--- src/hdl/tcp_flow_flag_counter_defines.svh ---
`ifndef TCP_FLOW_FLAG_COUNTER_DEFINES_SVH
`define TCP_FLOW_FLAG_COUNTER_DEFINES_SVH

// Same-cycle implication, checked out of reset.
`define TFC_ASSERT_NOW(lbl, ante, cons, msg) \
  lbl: assert property (@(posedge clk) disable iff (!rst_n) (ante) |-> (cons)) else $error(msg);

// Next-cycle implication, checked out of reset.
`define TFC_ASSERT_NEXT(lbl, ante, cons, msg) \
  lbl: assert property (@(posedge clk) disable iff (!rst_n) (ante) |=> (cons)) else $error(msg);

`endif

--- src/hdl/tfc_pkg.sv ---
`timescale 1ns / 1ps

package tfc_pkg;

  localparam logic [15:0] ETHERTYPE_IPV4 = 16'h0800;
  localparam logic [7:0]  PROTO_TCP      = 8'd6;
  localparam int          NUM_SLOTS      = 8;
  localparam logic [16:0] MIN_FRAME      = 17'd34;

  typedef logic [3:0] cfg_index_t;

  typedef struct packed {
    logic        mode;
    logic [15:0] frame_len;
    logic [15:0] ether_type;
    logic [7:0]  ip_protocol;
    logic [3:0]  ip_ihl;
    logic [15:0] ip_len;
    logic [31:0] src_ip;
    logic [31:0] dst_ip;
    logic [15:0] tcp_sport;
    logic [15:0] tcp_dport;
    logic [3:0]  tcp_data_offset;
    logic [2:0]  tcp_flags;
  } in_t;

  typedef struct packed {
    logic        counted;
    logic [31:0] flow_ip;
    logic [15:0] flow_port;
    logic        new_entry;
    logic        evicted;
    logic [31:0] syn_total;
    logic [31:0] ack_total;
    logic [31:0] handshake_ack_total;
    logic [31:0] rst_total;
    logic [31:0] packet_total;
    logic [63:0] byte_total;
  } out_t;

  typedef struct packed {
    logic [31:0] syn;
    logic [31:0] ack;
    logic [31:0] hs_ack;
    logic [31:0] rst;
    logic [31:0] pkt;
    logic [63:0] bytes;
  } cnt_t;

  typedef struct packed {
    logic load;
    logic drop;
    logic scan_start;
    logic scan_step;
    logic select;
    logic update;
  } cmd_t;

  typedef struct packed {
    logic pass;
    logic scan_done;
  } status_t;

  typedef enum logic [2:0] {
    ST_IDLE,
    ST_CHECK,
    ST_SCAN,
    ST_SELECT,
    ST_UPDATE
  } state_t;

endpackage

--- src/hdl/tfc_ctrl.sv ---
`timescale 1ns / 1ps

module tfc_ctrl (
  input  logic             clk,
  input  logic             rst_n,
  input  logic             start,
  output logic             busy,
  input  tfc_pkg::status_t status,
  output tfc_pkg::cmd_t    cmd
);

  tfc_pkg::state_t state_r, state_nxt;

  always_ff @(posedge clk) begin
    if (!rst_n) begin
      state_r <= tfc_pkg::ST_IDLE;
    end else begin
      state_r <= state_nxt;
    end
  end

  always_comb begin
    state_nxt = state_r;
    cmd       = '0;
    unique case (state_r)
      tfc_pkg::ST_IDLE: begin
        if (start) begin
          cmd.load  = 1'b1;
          state_nxt = tfc_pkg::ST_CHECK;
        end
      end
      tfc_pkg::ST_CHECK: begin
        if (status.pass) begin
          cmd.scan_start = 1'b1;
          state_nxt      = tfc_pkg::ST_SCAN;
        end else begin
          cmd.drop  = 1'b1;
          state_nxt = tfc_pkg::ST_IDLE;
        end
      end
      tfc_pkg::ST_SCAN: begin
        if (status.scan_done) begin
          state_nxt = tfc_pkg::ST_SELECT;
        end else begin
          cmd.scan_step = 1'b1;
        end
      end
      tfc_pkg::ST_SELECT: begin
        cmd.select = 1'b1;
        state_nxt  = tfc_pkg::ST_UPDATE;
      end
      tfc_pkg::ST_UPDATE: begin
        cmd.update = 1'b1;
        state_nxt  = tfc_pkg::ST_IDLE;
      end
      default: begin
        state_nxt = tfc_pkg::ST_IDLE;
      end
    endcase
  end

  assign busy = (state_r != tfc_pkg::ST_IDLE);

endmodule

--- config.mk ---
export PLATFORM = sky130hd
export DESIGN_NAME = tfc_ctrl
export DESIGN_NICKNAME = d
export VERILOG_FILES = /design/src/hdl/tcp_flow_flag_counter_defines.svh /design/src/hdl/tfc_pkg.sv /design/src/hdl/tfc_ctrl.sv
export SDC_FILE = /design/constraint.sdc
export NUM_CORES = 1
export LEC_CHECK = 0
export BUFFER_PORTS_ARGS = -buffer_cell sky130_fd_sc_hd__buf_2
export CAP_MARGIN = 20
export CORE_AREA = 3 3 40 42
export CTS_BUF_LIST = sky130_fd_sc_hd__clkbuf_16
export DETAILED_ROUTE_END_ITERATION = 12
export DIE_AREA = 0 0 43 45
export PLACE_DENSITY = 0.4
export RECOVER_POWER = 100
export SLEW_MARGIN = 0
export SYNTH_ARGS = -nofsm -noshare
export SYNTH_HDL_FRONTEND = slang
export SYNTH_SLANG_ARGS = --single-unit
--- constraint.sdc ---
create_clock -name clk -period 1.7 [get_ports clk]
set_clock_uncertainty 0.2 [all_clocks]
set_input_delay 0.255 -clock clk [delete_from_list [all_inputs] [get_ports clk]]
set_output_delay 0.255 -clock clk [all_outputs]
set_load 0.02 [all_outputs]
==> impl_metrics.env <==
export IMPL_status="completed"
export IMPL_drt_iter0_markers=7
export IMPL_fillers=142
export IMPL_total_leakage_power_nw=0.151
export IMPL_synthToLayoutAreaGrowth_pct=75.0
export IMPL_fmax_mhz=627
export IMPL_synth_seq_cells=3
export IMPL_fin_crit_sh=0.938
export IMPL_cts_clk_slew_worst_paths_ps=30
export IMPL_period_minus_slack_ps=1590
export IMPL_h_tree_depth=1
export IMPL_port_buffers=11
export IMPL_fp_dieW_um=43
export IMPL_cts_buffers=3
export IMPL_antenna_found_initial=0
export IMPL_final_hold_viol_count=0
export IMPL_largest_reg_flops=3
export IMPL_synth_top_area_frac=0.316
export IMPL_regMostFlops="state_r"
export IMPL_grt_pass1_vias=219
export IMPL_grt_pass1_wl_um=938
export IMPL_reg_largest_list="state_r x3"
export IMPL_ys_warnings_count=0
export IMPL_finalSetupViolations=0
export IMPL_layout_drive_gt1_share=0.563
export IMPL_syn_instance_count=19
export IMPL_hp_class="input pin to register"
export IMPL_grt_usage=0.0705
export IMPL_clk_latency_ps=220
export IMPL_cts_sinks=3
export IMPL_dr_total_vias=193
export IMPL_drt_total_wl_um=575
export IMPL_gp_congestion=0.619
export IMPL_cp_data_arrival_time_ps=1140
export IMPL_grt_max_degree=11
export IMPL_worstSetupPathType="register to output port"
export IMPL_rows=13
export IMPL_setup_tns_final_ps=0
export IMPL_fin_util=0.259
export IMPL_drt_pass1_iterations=2
export IMPL_clockBufferDepth=2
export IMPL_wire_per_inst_um=12.2
export IMPL_ant_nets=0
export IMPL_synth_avg_cell_area_um2=10.0
export IMPL_viasPerCell=4.11
export IMPL_synthesis_area_um2=190
export IMPL_ir_drop_v=0.000298
export IMPL_required_ps=1240
export IMPL_cts_root_buffer="clkbuf_16"
export IMPL_synth_largest_area_cell="dfxtp_1"
export IMPL_holdWs_ps=79.6
export IMPL_powerDensity_nw_per_um2=1470
export IMPL_chipHeight_um=45
export IMPL_synth_cell_types=14
export IMPL_num_nets_final=38
export IMPL_critPathLaunchType="register"
export IMPL_overflow=0
export IMPL_syn_nets=24
export IMPL_drc_errors=0
export IMPL_maxCapViolations=0
export IMPL_rsz0062_at_grt="no"
export IMPL_ys_top_cells_by_area="dfxtp_1 (32%), nor4b_1 (14%), nor4b_2 (7.9%)"
export IMPL_initial_core_util=0.148
export IMPL_tightest_slew_ps=281
export IMPL_slew_viol_final=0
export IMPL_critical_path_max_fanout=9
export IMPL_worst_slew_margin_rel=0.812
export IMPL_die_area_um2=1940
export IMPL_antenna_cells=0
export IMPL_synth_seq_area_share=0.316
export IMPL_coreArea_um2=1280
export IMPL_ios=12
export IMPL_cp_end_kind="output port"
export IMPL_cts_tree="done"
-- layout make-up --
type | instances | area (um^2) | area share
clock inverter | 1 | 3.75 | 0.0113
timing repair buffer | 11 | 55.1 | 0.165
clock buffer | 3 | 75.1 | 0.226
sequential | 3 | 62.6 | 0.188
multi-input combinational | 14 | 118 | 0.353
tap | 15 | 18.8 | 0.0564
-- layer usage --
| layer | vias to the layer above | share of wire | GRT usage |
|---|---|---|---|
| met4 | 0 | 0 | 0.0663 |
| li1 | 96 | - | - |
| met1 | 94 | 0.34 | 0.0501 |
| met3 | 0 | 0.019 | 0.0279 |
| met2 | 3 | 0.64 | 0.138 |
| met5 | - | 0 | 0 |
-- kinds of logic (layout without fill, tap and decap cells) --
family / Yosys count / after routing / share of synthesized area
AOI/OAI and AO/OA: 1 / 1 / 0.0263
buffers and inverters: 2 / 15 / 0.0658
muxes: 1 / 1 / 0.0526
DFF: 3 / 3 / 0.316
and+or+nand+nor: 12 / 12 / 0.540
-- path summary, 6_finish.rpt --
kind,endpoint,cells past startpoint,slack (ps),startpoint
worst min register to register,state_r[0],1,320,state_r[0]
worst max register to register,state_r[2],2,540,state_r[2]
worst min-delay path,state_r[2],2,80,rst_n
worst max-delay path,busy,2,110,state_r[2]
-- Yosys cell counts --
library cell and instances:
a21oi_1 1, and2_1 1, and3b_1 1, and4bb_2 1
buf_2 1, buf_4 1, dfxtp_1 3, mux2i_1 1
nand2b_1 2, nand3b_1 1, nor3b_1 1, nor4b_1 3
nor4b_2 1, or3_1 1
-- where the power goes --
part | switching, mW | total [mW] | internal, mW
Combinational | 0.0224 | 0.0413 | 0.0189
Clock | 0.0612 | 0.364 | 0.303
Sequential | 0.00762 | 0.0826 | 0.0749
-- layout by cell type, fill, tap and decap left out, drive strengths merged --
| cell type | instances |
|---|---|
| mux2i | 1 |
| nand2b | 2 |
| and2 | 1 |
| clkbuf | 9 |
| and4bb | 1 |
| nand3b | 1 |
| nor3b | 1 |
| or3 | 1 |
| nor4b | 4 |
| inv | 1 |
| dfxtp | 3 |
| a21oi | 1 |
| and3b | 1 |
| buf | 5 |
-- through the flow --
step | setup WS [ps] | power, mW | cell area (um^2) | instances
3_3_place_gp | 328 | 0.122 | 251 | 43
4_1_cts | 51.1 | 0.493 | 330 | 47
3_5_place_dp | 290 | 0.124 | 251 | 43
5_1_grt | 36.4 | 0.511 | 333 | 47
2_1_floorplan | 30.5 | 0.109 | 190 | 19
6_report | 106 | 0.488 | 333 | 47
-- repair_timing --
item | in CTS | in global routing
hold buffers | 0 | 0
buffers inserted | 0 | 0
endpoints found under the setup margin | 0 | 2
gates resized for setup | 0 | 2
hold endpoints to repair | 0 | 0
-- critical path, stage by stage, from the launching register on --
cell and delay (ps):
dfxtp_1 380, or3_1 380, clkbuf_2 170
Note: power is estimated with default switching activity, not from simulation.
